**config.mk**
```make
export PLATFORM = sky130hd
export DESIGN_NAME = grid_nearest_obstacle_search
export DESIGN_NICKNAME = d
export VERILOG_FILES = /design/src/sv/gnos_pkg.sv /design/src/sv/gnos_front.sv /design/src/sv/gnos_queue.sv /design/src/sv/gnos_back.sv /design/src/sv/grid_nearest_obstacle_search.sv
export SDC_FILE = /design/constraint.sdc
export NUM_CORES = 1
export LEC_CHECK = 0
export ABC_AREA = 1
export BUFFER_PORTS_ARGS = -buffer_cell sky130_fd_sc_hd__buf_2
export CAP_MARGIN = 20
export CORE_MARGIN = 1.5
export CORE_UTILIZATION = 35
export CTS_CLUSTER_DIAMETER = 120
export DETAILED_ROUTE_END_ITERATION = 12
export MAX_ROUTING_LAYER = met4
export PLACE_DENSITY = 0.5
export SLEW_MARGIN = 0
export SYNTH_ARGS = -nofsm -noshare
export SYNTH_HDL_FRONTEND = slang
export SYNTH_SLANG_ARGS = --single-unit
export TNS_END_PERCENT = 100
```
**constraint.sdc**
```tcl
create_clock -name i_clk -period 14 [get_ports i_clk]
set_input_delay 2.8 -clock i_clk [delete_from_list [all_inputs] [get_ports i_clk]]
set_output_delay 2.8 -clock i_clk [all_outputs]
set_load 0.01 [all_outputs]
```
**src/sv/gnos_pkg.sv**
```systemverilog
// ----------------------------------------------------------------------------
// gnos_pkg
// Shared types and constants of the grid nearest obstacle search block.
// ----------------------------------------------------------------------------
package gnos_pkg;

    localparam int GRID_SIDE_DEF = 8;

    localparam logic [3:0]  SIDE_RESET   = 4'd7;
    localparam logic [13:0] LIMIT_RESET  = 14'd10000;
    localparam int          DIST_MAX_OUT = 127;

    // result status codes
    localparam logic [1:0] ST_FOUND   = 2'd0;
    localparam logic [1:0] ST_BLOCKED = 2'd1;
    localparam logic [1:0] ST_NONE    = 2'd2;
    localparam logic [1:0] ST_RANGE   = 2'd3;

    // configuration register indexes
    localparam logic CFG_SIDE  = 1'b0;
    localparam logic CFG_LIMIT = 1'b1;

    typedef enum logic [1:0] {
        CMD_WRITE,
        CMD_QUERY,
        CMD_REJECT
    } t_cmd_op;

    typedef struct packed {
        t_cmd_op    op;
        logic [2:0] row;
        logic [2:0] column;
        logic       occupied;
    } t_cmd;

    typedef struct packed {
        logic empty;
        logic full;
    } t_q_stat;

endpackage

```
**src/sv/gnos_front.sv**
```systemverilog
// ----------------------------------------------------------------------------
// gnos_front
// Accepts request items, checks them against the grid in use and turns them
// into commands for the back end. Out-of-range writes are dropped.
// ----------------------------------------------------------------------------
module gnos_front import gnos_pkg::*; (
    input  logic       i_valid,
    output logic       o_ready,
    input  logic [7:0] i_data,      // row[2:0], column[5:3], occupied[6]
    input  logic       i_kind,      // kind
    input  logic [3:0] i_side,
    input  logic       i_clearing,
    input  t_q_stat    i_q_stat,
    output logic       o_push,
    output t_cmd       o_cmd
);

    logic [2:0] row;
    logic [2:0] column;
    logic       in_grid;

    assign row     = i_data[2:0];
    assign column  = i_data[5:3];
    assign in_grid = (4'(row) < i_side) && (4'(column) < i_side);

    assign o_ready = !i_clearing && !i_q_stat.full;

    always_comb begin
        o_cmd.row      = row;
        o_cmd.column   = column;
        o_cmd.occupied = i_data[6];
        o_push         = 1'b0;
        if (i_kind) begin
            o_cmd.op = in_grid ? CMD_QUERY : CMD_REJECT;
            o_push   = i_valid && o_ready;
        end else begin
            o_cmd.op = CMD_WRITE;
            // drop writes outside the grid in use
            o_push   = i_valid && o_ready && in_grid;
        end
    end

endmodule

```
**src/sv/gnos_queue.sv**
```systemverilog
// ----------------------------------------------------------------------------
// gnos_queue
// Two-entry command queue between the front end and the back end.
// ----------------------------------------------------------------------------
module gnos_queue import gnos_pkg::*; (
    input  logic    i_clk,
    input  logic    i_rst_n,
    input  logic    i_push,
    input  t_cmd    i_cmd,
    input  logic    i_pop,
    output t_cmd    o_cmd,
    output t_q_stat o_stat
);

    t_cmd       r_buf [2];
    logic       r_wp;
    logic       r_rp;
    logic [1:0] r_cnt;

    assign o_cmd        = r_buf[r_rp];
    assign o_stat.empty = (r_cnt == 2'd0);
    assign o_stat.full  = (r_cnt == 2'd2);

    always_ff @(posedge i_clk) begin
        if (!i_rst_n) begin
            r_wp  <= 1'b0;
            r_rp  <= 1'b0;
            r_cnt <= 2'd0;
        end else begin
            if (i_push) begin
                r_buf[r_wp] <= i_cmd;
                r_wp        <= ~r_wp;
            end
            if (i_pop) begin
                r_rp <= ~r_rp;
            end
            case ({i_push, i_pop})
                2'b10:   r_cnt <= r_cnt + 2'd1;
                2'b01:   r_cnt <= r_cnt - 2'd1;
                default: r_cnt <= r_cnt;
            endcase
        end
    end

endmodule

```
**src/sv/gnos_back.sv**
```systemverilog
// ----------------------------------------------------------------------------
// gnos_back
// Holds the occupancy grid, executes writes and scans the grid one cell per
// cycle for queries; keeps the result in an output register.
// ----------------------------------------------------------------------------
module gnos_back import gnos_pkg::*; #(
    parameter int GRID_SIDE = GRID_SIDE_DEF
) (
    input  logic        i_clk,
    input  logic        i_rst_n,
    input  logic [3:0]  i_side,
    input  logic [13:0] i_limit,
    input  t_q_stat     i_q_stat,
    input  t_cmd        i_cmd,
    output logic        o_pop,
    output logic        o_clearing,
    output logic        o_valid,
    input  logic        i_ready,
    output logic [1:0]  o_status,
    output logic [2:0]  o_obs_row,
    output logic [2:0]  o_obs_col,
    output logic [6:0]  o_dist
);

    localparam int NCELLS = GRID_SIDE * GRID_SIDE;
    localparam int AW     = $clog2(NCELLS);
    localparam int IW     = $clog2(GRID_SIDE);
    localparam int CW     = (IW > 3) ? IW : 3;
    localparam int DW     = 2 * CW + 1;
    localparam int LW     = (DW > 14) ? DW : 14;
    localparam int KW     = (IW > 4) ? IW : 4;

    typedef enum logic [4:0] {
        S_CLEAR = 5'b00001,
        S_IDLE  = 5'b00010,
        S_SCAN  = 5'b00100,
        S_LAST  = 5'b01000,
        S_EMIT  = 5'b10000
    } t_state;

    t_state          r_state;
    t_state          n_state;
    logic [AW-1:0]   r_clr_addr;
    logic [IW-1:0]   r_i;
    logic [IW-1:0]   r_j;
    logic [2:0]      r_qr;
    logic [2:0]      r_qc;
    logic            r_reject;
    logic            r_pv;
    logic [IW-1:0]   r_pi;
    logic [IW-1:0]   r_pj;
    logic            r_rd_data;
    logic            r_found;
    logic            r_blocked;
    logic [DW-1:0]   r_best;
    logic [IW-1:0]   r_best_r;
    logic [IW-1:0]   r_best_c;
    logic            r_out_valid;
    logic [1:0]      r_out_status;
    logic [2:0]      r_out_row;
    logic [2:0]      r_out_col;
    logic [6:0]      r_out_dist;

    logic            mem [NCELLS];

    logic            last_i;
    logic            last_j;
    logic [AW-1:0]   scan_addr;
    logic [AW-1:0]   cmd_addr;
    logic            mem_we;
    logic [AW-1:0]   mem_wa;
    logic            mem_wd;
    logic [CW-1:0]   dr;
    logic [CW-1:0]   dc;
    logic [2*CW-1:0] dr2;
    logic [2*CW-1:0] dc2;
    logic [DW-1:0]   cand_dist;
    logic            hit;
    logic            better;
    logic            out_free;
    logic [1:0]      fin_status;

    assign last_j    = (KW'(r_j) == KW'(i_side) - KW'(1));
    assign last_i    = (KW'(r_i) == KW'(i_side) - KW'(1));
    assign scan_addr = AW'(int'(r_i) * GRID_SIDE + int'(r_j));
    assign cmd_addr  = AW'(int'(i_cmd.row) * GRID_SIDE + int'(i_cmd.column));

    assign o_pop      = (r_state == S_IDLE) && !i_q_stat.empty;
    assign o_clearing = (r_state == S_CLEAR);

    assign mem_we = o_clearing || (o_pop && (i_cmd.op == CMD_WRITE));
    assign mem_wa = o_clearing ? r_clr_addr : cmd_addr;
    assign mem_wd = o_clearing ? 1'b0 : i_cmd.occupied;

    always_ff @(posedge i_clk) begin
        if (mem_we) begin
            mem[mem_wa] <= mem_wd;
        end
        r_rd_data <= mem[scan_addr];
    end

    // squared distance of the cell read last cycle
    assign dr     = (CW'(r_pi) > CW'(r_qr)) ? CW'(r_pi) - CW'(r_qr) : CW'(r_qr) - CW'(r_pi);
    assign dc     = (CW'(r_pj) > CW'(r_qc)) ? CW'(r_pj) - CW'(r_qc) : CW'(r_qc) - CW'(r_pj);
    assign dr2    = dr * dr;
    assign dc2    = dc * dc;
    assign cand_dist = DW'(dr2) + DW'(dc2);
    assign hit    = r_pv && r_rd_data;
    assign better = (LW'(cand_dist) < LW'(i_limit)) && (!r_found || (cand_dist < r_best));

    assign out_free = !r_out_valid || i_ready;

    always_comb begin
        if (r_reject) begin
            fin_status = ST_RANGE;
        end else if (r_blocked) begin
            fin_status = ST_BLOCKED;
        end else if (r_found) begin
            fin_status = ST_FOUND;
        end else begin
            fin_status = ST_NONE;
        end
    end

    always_comb begin
        n_state = r_state;
        case (r_state)
            S_CLEAR: begin
                if (r_clr_addr == AW'(NCELLS - 1)) begin
                    n_state = S_IDLE;
                end
            end
            S_IDLE: begin
                if (o_pop) begin
                    case (i_cmd.op)
                        CMD_QUERY:  n_state = S_SCAN;
                        CMD_REJECT: n_state = S_EMIT;
                        default:    n_state = S_IDLE;
                    endcase
                end
            end
            S_SCAN: begin
                if (last_i && last_j) begin
                    n_state = S_LAST;
                end
            end
            S_LAST: n_state = S_EMIT;
            S_EMIT: begin
                if (out_free) begin
                    n_state = S_IDLE;
                end
            end
            default: n_state = S_CLEAR;
        endcase
    end

    always_ff @(posedge i_clk) begin
        if (!i_rst_n) begin
            r_state     <= S_CLEAR;
            r_clr_addr  <= '0;
            r_pv        <= 1'b0;
            r_out_valid <= 1'b0;
        end else begin
            r_state <= n_state;
            r_pv    <= (r_state == S_SCAN);
            if (o_clearing) begin
                r_clr_addr <= r_clr_addr + AW'(1);
            end
            if (o_pop) begin
                r_qr      <= i_cmd.row;
                r_qc      <= i_cmd.column;
                r_reject  <= (i_cmd.op == CMD_REJECT);
                r_i       <= '0;
                r_j       <= '0;
                r_found   <= 1'b0;
                r_blocked <= 1'b0;
            end
            if (r_state == S_SCAN) begin
                r_pi <= r_i;
                r_pj <= r_j;
                if (last_j) begin
                    r_j <= '0;
                    r_i <= r_i + IW'(1);
                end else begin
                    r_j <= r_j + IW'(1);
                end
            end
            if (hit) begin
                if ((CW'(r_pi) == CW'(r_qr)) && (CW'(r_pj) == CW'(r_qc))) begin
                    r_blocked <= 1'b1;
                end
                if (better) begin
                    r_found  <= 1'b1;
                    r_best   <= cand_dist;
                    r_best_r <= r_pi;
                    r_best_c <= r_pj;
                end
            end
            if ((r_state == S_EMIT) && out_free) begin
                r_out_valid  <= 1'b1;
                r_out_status <= fin_status;
                if (fin_status == ST_FOUND) begin
                    r_out_row  <= 3'(r_best_r);
                    r_out_col  <= 3'(r_best_c);
                    r_out_dist <= (LW'(r_best) > LW'(DIST_MAX_OUT)) ?
                                  7'(DIST_MAX_OUT) : 7'(r_best);
                end else begin
                    r_out_row  <= 3'd0;
                    r_out_col  <= 3'd0;
                    r_out_dist <= 7'd0;
                end
            end else if (i_ready) begin
                r_out_valid <= 1'b0;
            end
        end
    end

    assign o_valid   = r_out_valid;
    assign o_status  = r_out_status;
    assign o_obs_row = r_out_row;
    assign o_obs_col = r_out_col;
    assign o_dist    = r_out_dist;

endmodule

```
**src/sv/grid_nearest_obstacle_search.sv**
```systemverilog
// Flow: a write passes the command queue and lands in the grid memory when the idle
//   back end pops it; a query scans side*side cells, reading one grid cell per cycle
//   from the memory, then passes S_LAST and S_EMIT before its answer is registered.
// Throughput: one write per cycle while no query is in progress; one query at a time.
// Reset: synchronous, active low; afterwards a clearing pass over all GRID_SIDE*GRID_SIDE
//   cells (64 by default) zeroes the grid while no request is accepted.
// ----------------------------------------------------------------------------
// grid_nearest_obstacle_search
// Occupancy grid with a nearest obstacle search by full row-major scan.
// ----------------------------------------------------------------------------
module grid_nearest_obstacle_search import gnos_pkg::*; #(
    parameter int GRID_SIDE = GRID_SIDE_DEF
) (
    input  logic        i_clk,
    input  logic        i_rst_n,
    input  logic        i_cfg_valid,
    output logic        o_cfg_ready,
    input  logic        i_cfg_index,
    input  logic [13:0] i_cfg_data,
    input  logic        s_axis_tvalid,
    output logic        s_axis_tready,
    input  logic [7:0]  s_axis_tdata,   // row[2:0], column[5:3], occupied[6]
    input  logic        s_axis_tuser,   // kind
    output logic        m_axis_tvalid,
    input  logic        m_axis_tready,
    output logic [15:0] m_axis_tdata,   // obstacle_row[2:0], obstacle_column[5:3],
                                        // distance_sq[12:6]
    output logic [1:0]  m_axis_tuser    // status
);

    logic [3:0]  r_side;
    logic [13:0] r_limit;
    logic [3:0]  side_act;
    logic        push;
    logic        pop;
    logic        clearing;
    t_cmd        front_cmd;
    t_cmd        q_cmd;
    t_q_stat     q_stat;
    logic [2:0]  obs_row;
    logic [2:0]  obs_col;
    logic [6:0]  obs_dist;

    assign o_cfg_ready = 1'b1;

    always_ff @(posedge i_clk) begin
        if (!i_rst_n) begin
            r_side  <= SIDE_RESET;
            r_limit <= LIMIT_RESET;
        end else if (i_cfg_valid) begin
            case (i_cfg_index)
                CFG_SIDE:  r_side  <= i_cfg_data[3:0];
                CFG_LIMIT: r_limit <= i_cfg_data;
                default:   r_side  <= r_side;
            endcase
        end
    end

    // sides beyond the built grid act as the full grid
    assign side_act = (int'(r_side) > GRID_SIDE) ? 4'(GRID_SIDE) : r_side;

    gnos_front u_front (
        .i_valid    (s_axis_tvalid),
        .o_ready    (s_axis_tready),
        .i_data     (s_axis_tdata),
        .i_kind     (s_axis_tuser),
        .i_side     (side_act),
        .i_clearing (clearing),
        .i_q_stat   (q_stat),
        .o_push     (push),
        .o_cmd      (front_cmd)
    );

    gnos_queue u_queue (
        .i_clk   (i_clk),
        .i_rst_n (i_rst_n),
        .i_push  (push),
        .i_cmd   (front_cmd),
        .i_pop   (pop),
        .o_cmd   (q_cmd),
        .o_stat  (q_stat)
    );

    gnos_back #(
        .GRID_SIDE (GRID_SIDE)
    ) u_back (
        .i_clk      (i_clk),
        .i_rst_n    (i_rst_n),
        .i_side     (side_act),
        .i_limit    (r_limit),
        .i_q_stat   (q_stat),
        .i_cmd      (q_cmd),
        .o_pop      (pop),
        .o_clearing (clearing),
        .o_valid    (m_axis_tvalid),
        .i_ready    (m_axis_tready),
        .o_status   (m_axis_tuser),
        .o_obs_row  (obs_row),
        .o_obs_col  (obs_col),
        .o_dist     (obs_dist)
    );

    assign m_axis_tdata = {3'b000, obs_dist, obs_col, obs_row};

endmodule

```
==> results of run 1 <==
[cells in the final DEF (no fill, tap or decap), types with 3 or more instances in the layout]
cell	netlist	routed
a21oi_1	35	34
buf_2	2	44
buf_4	5	6
clkbuf_16	0	18
clkinv_1	3	3
clkinv_2	0	3
conb_1	2	4
dfxtp_1	37	37
edfxtp_1	131	131
fa_1	6	6
ha_1	43	43
inv_1	79	79
inv_2	8	8
inv_4	3	7
inv_6	0	3
nand2_1	190	190
nand2_2	4	4
nand3_1	78	78
nand3_4	10	10
nand4_1	3	3
nor2_1	129	129
nor2_2	5	5
nor2_4	5	5
nor3_1	5	4
nor3_2	2	3
o211ai_1	6	6
o21ai_0	27	27
o21ai_4	4	4
o21bai_1	3	3
or2_2	3	3
xor2_1	7	7
[sequential cells by signal, summed over array words and instances (netlist names), 4 cells and up, named ones only]
| name | flops |
|---|---|
| u_back.o_dist | 7 |
| u_back.r_clr_addr | 6 |
| u_back.r_state | 5 |
| r_side | 4 |
| r_limit | 14 |
| u_queue.r_buf | 18 |
| u_back.mem | 64 |
| u_back.r_best | 7 |
[cells in the mapped netlist, types with 7 or more instances]
cell      count  share of area [%]
o21ai_0      27                1.6
edfxtp_1    131                 46
nand2_1     190                8.4
a21oi_1      35                2.1
inv_2         8               0.35
nand3_4      10                2.1
ha_1         43                6.4
clkbuf_1     13               0.58
inv_1        79                3.5
xor2_1        7               0.72
nor2_1      129                5.7
dfxtp_1      37                8.7
nand3_1      78                4.6
[stage by stage]
step | total power, mW | utilization (%) | setup WS (ps) | area (um2)
after floorplan | 0.954 | - | 9330 | 8480
after global placement | 1.05 | 38.2 | 8620 | 9010
after detailed placement | 1.05 | 38.2 | 8600 | 9010
after CTS | 1.51 | 40.6 | 8570 | 9590
after global routing | 1.58 | 40.6 | 8410 | 9600
final | 1.50 | 40.6 | 8890 | 9600
[power groups by stage]
stage | clock network [mW] | registers, mW | logic (mW)
after floorplan | 0 | 0.623 | 0.331
after global placement | 0 | 0.623 | 0.422
after detailed placement | 0 | 0.624 | 0.424
after CTS | 0.476 | 0.613 | 0.425
after global routing | 0.495 | 0.615 | 0.470
final | 0.465 | 0.612 | 0.419
[final timing paths]
check | to | slack, ps | depth (start not counted)
max | u_back.r_best_c[2]$_DFFE_PP_ | 8890 | 21
max reg2reg | u_back.r_best_c[2]$_DFFE_PP_ | 8890 | 21
min | u_queue.r_rp$_SDFFE_PN0P_ | 450 | 1
min reg2reg | u_queue.r_rp$_SDFFE_PN0P_ | 450 | 1
[final cells by class]
cell class / instances / area, um2
Fill cell: 2375 / 14000
Sequential cell: 168 / 4670
Multi-Input combinational cell: 589 / 3320
Clock buffer: 20 / 469
Tap cell: 319 / 399
Inverter: 94 / 365
Timing Repair Buffer: 50 / 265
Clock inverter: 12 / 108
[cell families after synthesis]
| family | share of synthesized area (%) |
|---|---|
| and+or+nand+nor | 24.1 |
| xor gates and xnor gates | 0.827 |
| muxes | 0.133 |
| DFF | 55.2 |
| adders and majority gates | 7.77 |
| AOI/OAI and AO/OA | 6.01 |
| buffers and inverters | 5.91 |
| other | 0.0887 |
[critical path, delay by kind of cell (launching register included)]
family	cells	cell delay, ps
adders and majority gates	6	1980
and+or+nand+nor	6	830
AOI/OAI and AO/OA	5	720
DFF	1	430
buffers and inverters	2	320
muxes	1	270
xor gates and xnor gates	1	270
[per-layer routing]
metal,vias up,wire length (um),share of wire [%],GRT usage (%)
li1,3007,-,-,-
met5,-,0,0,-
met1,2712,8680,49,21.0
met2,80,8330,47,24.8
met3,13,497,2.8,2.99
met4,0,182,1.0,4.98
==> metrics.txt, run 1 <==
status=finished clean; Routability Congestion=0.821; # DRC=0; number of buffers created by CTS=17; crit path max-delay cell type=fa_1; H-tree depth=4; Port Buffers=44; area delta synth->final=13.3%; Clk Latency, worst-skew pair=420 ps; Synth cell types=47; Crit. End Element=flop; number of synthesized flops with an enable pin=131; worst r2r src=u_back.r_pi[2]$_DFFE_PP_; final wirelength=17.7 mm; required time of the critical path=14,130 ps; Pleak=3.87 nW; worst vdd ir=0.0773 mV; Min Hold Slack=452 ps; switch share=35.7%; die area=25,100 um2; layout cells sized above 1=14.5%; clock share of power=31.1%; CTS sink cnt=168; Hold Buf Count CTS=0; Placed Cells=1,219; die height=159 um; PwrDens=156 nW/um2; Worst Setup SP=u_back.r_pi[2]$_DFFE_PP_; sequential cell area fraction in the yosys report=55.2%; total internal power=0.962 mW; initial drt markers=297; Die X=159 um; Max clock buf depth=2; Routed Antenna Nets=0; TritonRoute pass-1 iters=4; CP max stage delay=480 ps; Synth Instances=873; DR vias/cell=4.64; RSZ-0062 raised after global routing=no; root buffer cell=clkbuf_16; Hold Startpoint=u_queue.r_rp$_SDFFE_PN0P_; initial core utilization=35.9%; Final Critical Period=5110 ps; Final period util=36.5%; Syn. warnings=0; Setup Skew=8.69 ps; initial antenna violation count=0; #FFs+latches synth=168; grt ovf=0; # diodes=0; sequential power share=40.9%; CP max FO=8; post-synthesis cell area=8470 um2; Combinational Power Share=28.0%; Vias=5,812; FP Rows=56; ys flop type=edfxtp_1; fmax=196 MHz; Slew headroom=48.4%; clk slew on worst S/H paths=70 ps; Final setup viols=0; max-cap viol count=0; fin nets=998; pin count of the biggest net entering global routing=47; number of global-route vias before repair=5,597; DR WL/cell=14.1 um; asr flop ratio synth=0%; crit path DAT=5230 ps; core box area=23,600 um2; Slew @ Worst Pin=771 ps; type of origin of the critical path=flop; Hold Vio Cnt, Final=0; post-cts resize count=0; total net switching power=0.535 mW; Setup Buffers After CTS=0; fin cells=1,252; Tot GR Track Use=15.9%; Worst Hold Class=flop to flop; Sum Neg Setup Slack=0 ps; CTS tree=yes; critical path type=flop to flop; DPL Wire Length=12.5 mm; first-pass GRT wire length=29.4 mm; Post-Syn Area per Cell=9.70 um2; crit-path cells=ha_1 > nand2_1 > o21ai_0 > nand2_1 > mux2_2 > inv_1 > ha_1 > o21bai_1 > fa_1 > ha_1 > fa_1 > xor2_1 > ha_1 > nand2_1 > nor2_1 > o21ai_0 > o211ai_1 > a21oi_1 > nand2_1 > nor2_1 > buf_4; # IOs=50; Slew Viols, Final=0
Power figures use the tool's default switching activity.
==> run 2: changes to the inputs <==
--- a/config.mk
+++ b/config.mk
@@ -13,7 +13,7 @@
 export CTS_CLUSTER_DIAMETER = 120
 export DETAILED_ROUTE_END_ITERATION = 12
 export MAX_ROUTING_LAYER = met4
-export PLACE_DENSITY = 0.5
+export PLACE_DENSITY = 0.52
 export SLEW_MARGIN = 0
 export SYNTH_ARGS = -nofsm -noshare
 export SYNTH_HDL_FRONTEND = slang
==> constraint.sdc (replaced) <==
create_clock -name i_clk -period 4.6 [get_ports i_clk]
set_input_delay 0.92 -clock i_clk [delete_from_list [all_inputs] [get_ports i_clk]]
set_output_delay 0.92 -clock i_clk [all_outputs]
set_load 0.01 [all_outputs]
==> metrics.txt, run 2 (synthesis gave the netlist of run 1 again) <==
status=finished clean; DR vias/cell=4.61 (-0.78%); H-tree depth=4 (unchanged); M2 GR Usage=24.7% (-0.062 points); CTS tree=yes; core box area=23,600 um2 (unchanged); Post-DP Area=9100 um2 (+0.97%); Setup Skew=10.4 ps (+1.67 ps); Hold Buf Count CTS=0 (unchanged); critical path type=flop to flop; Hold Vio Cnt, Final=0 (unchanged); root buffer cell=clkbuf_16; die area=25,100 um2 (unchanged); DR WL/cell=13.9 um (-1.8%); area delta synth->final=15.5%; initial core utilization=35.9% (unchanged); TritonRoute pass-1 iters=4 (unchanged); Final setup viols=0 (unchanged); Port Buffers=44 (unchanged); Most flops, register=u_back.mem; pin count of the biggest net entering global routing=65 (+38%); Crit. End Element=flop; # diodes=0 (unchanged); Slew Viols, Final=0 (unchanged); CTS sink cnt=168 (unchanged); Slew @ Worst Pin=774 ps (+3.17 ps); Max clock buf depth=2 (unchanged); hold path cells=1 (unchanged); commonest non-fill, non-tap cell in the layout=nand2_1; crit path DAT=4590 ps (-640 ps); biggest regs=u_back.mem (64), u_queue.r_buf (18), r_limit (14); CP max FO=6 (-2); DPL Wire Length=12.2 mm (-2.1%); FP Rows=56 (unchanged); Vias=5,799 (-0.22%); initial antenna violation count=0 (unchanged); layout cells sized above 1=16.3% (+1.8 points); grt ovf=0 (unchanged); type of origin of the critical path=flop; Worst Hold Class=flop to flop; final wirelength=17.5 mm (-1.2%); final instance area=9780 um2 (+1.9%); Final Critical Period=4440 ps (-667 ps); Routed Antenna Nets=0 (unchanged); Slew headroom=48.2% (-0.21 points); required time of the critical path=4750 ps (-9380 ps); fmax=225 MHz (+15%); clk slew on worst S/H paths=70 ps (about the same); fin nets=1,005 (+0.70%); Sum Neg Setup Slack=0 ps (unchanged); busiest grt layer=met2; initial drt markers=335 (+13%); max reg flops=64 (unchanged); Tot GR Track Use=15.5% (-0.43 points); Routability Congestion=0.780 (-4.9%); cell count of the worst reg-to-reg path=23 (+9.5%); number of global-route vias before repair=5,541 (-1.0%); Pleak=3.91 nW (+1.1%); met3 usage=2.45% (-0.54 points); # IOs=50 (unchanged); met1 Use GR=20.2% (-0.86 points); worst vdd ir=0.262 mV (+240%); RSZ-0062 raised after global routing=yes; die height=159 um (unchanged); Clk Latency, worst-skew pair=430 ps (about the same); # DRC=0 (unchanged); max-cap viol count=0 (unchanged); Die X=159 um (unchanged); Min Hold Slack=459 ps (+6.78 ps); Final Power=4.53 mW (+200%); PwrDens=464 nW/um2 (+200%); Final period util=96.5% (+60 points); most frequent cells in the layout=nand2_1 (190), edfxtp_1 (131), nor2_1 (127), inv_1 (78), nand3_1 (78); number of buffers created by CTS=17 (unchanged); first-pass GRT wire length=28.7 mm (-2.6%)
-- run 2: metal layers --
layer	part of all wire [%]	routed length, um	up-vias
met1	47	8280	2688
met5	0	0	-
li1	-	-	3016
met3	3.7	655	16
met4	1.4	240	0
met2	47	8300	79
-- run 2: final timing paths --
| check | end | slack, ps | start |
|---|---|---|---|
| worst max-delay path | u_back.r_best[0]$_DFFE_PP_ | 160 | u_back.r_pj[0]$_DFFE_PP_ |
| worst min-delay path | u_queue.r_rp$_SDFFE_PN0P_ | 460 | u_queue.r_rp$_SDFFE_PN0P_ |
| worst min register to register | u_queue.r_rp$_SDFFE_PN0P_ | 460 | u_queue.r_rp$_SDFFE_PN0P_ |
| worst max register to register | u_back.r_best[0]$_DFFE_PP_ | 160 | u_back.r_pj[0]$_DFFE_PP_ |
-- run 2: power by group --
group	switching, mW	internal (mW)
combinational	0.951	0.312
clock	0.623	0.783
sequential	0.0466	1.82
-- run 2: repair_timing --
item	CTS	global route
setup endpoints to repair	13	14
setup buffers	0	0
pin swaps	0	8
endpoints found under the hold margin	0	0
resized for setup	1	14
gates cloned	0	1
-- run 2: critical path: stages, from the launching register on --
cell and delay (ps):
edfxtp_1 380, buf_4 150, ha_1 180, inv_1 60, fa_1 410, nand2_1 90, o21ai_2 60, inv_2 60
nor2_2 30, ha_2 150, o21bai_4 160, fa_1 450, ha_2 200, fa_2 350, xor2_2 170, ha_1 310
nand2_1 80, nor2_1 40, o21ai_0 60, o211ai_1 110, a21oi_1 160, nand2_1 110, nor2_4 190, clkbuf_16 180
-- run 2: layout make-up --
| cell class | count | area [um2] |
|---|---|---|
| fill | 2347 | 13800 |
| sequential | 168 | 4670 |
| multi-input combinational | 589 | 3390 |
| clock buffer | 20 | 489 |
| tap | 319 | 399 |
| timing repair buffer | 57 | 368 |
| inverter | 94 | 365 |
| clock inverter | 12 | 98.8 |
-- run 2: per-stage QoR --
stage                     util [%]  instances  setup WS, ps
final                         41.4       1259           160
after global routing          41.4       1259          -102
after CTS                     41.1       1258          6.01
after detailed placement      38.5       1226         -12.6
after global placement        38.4       1225          21.5
after floorplan                  -        875           134
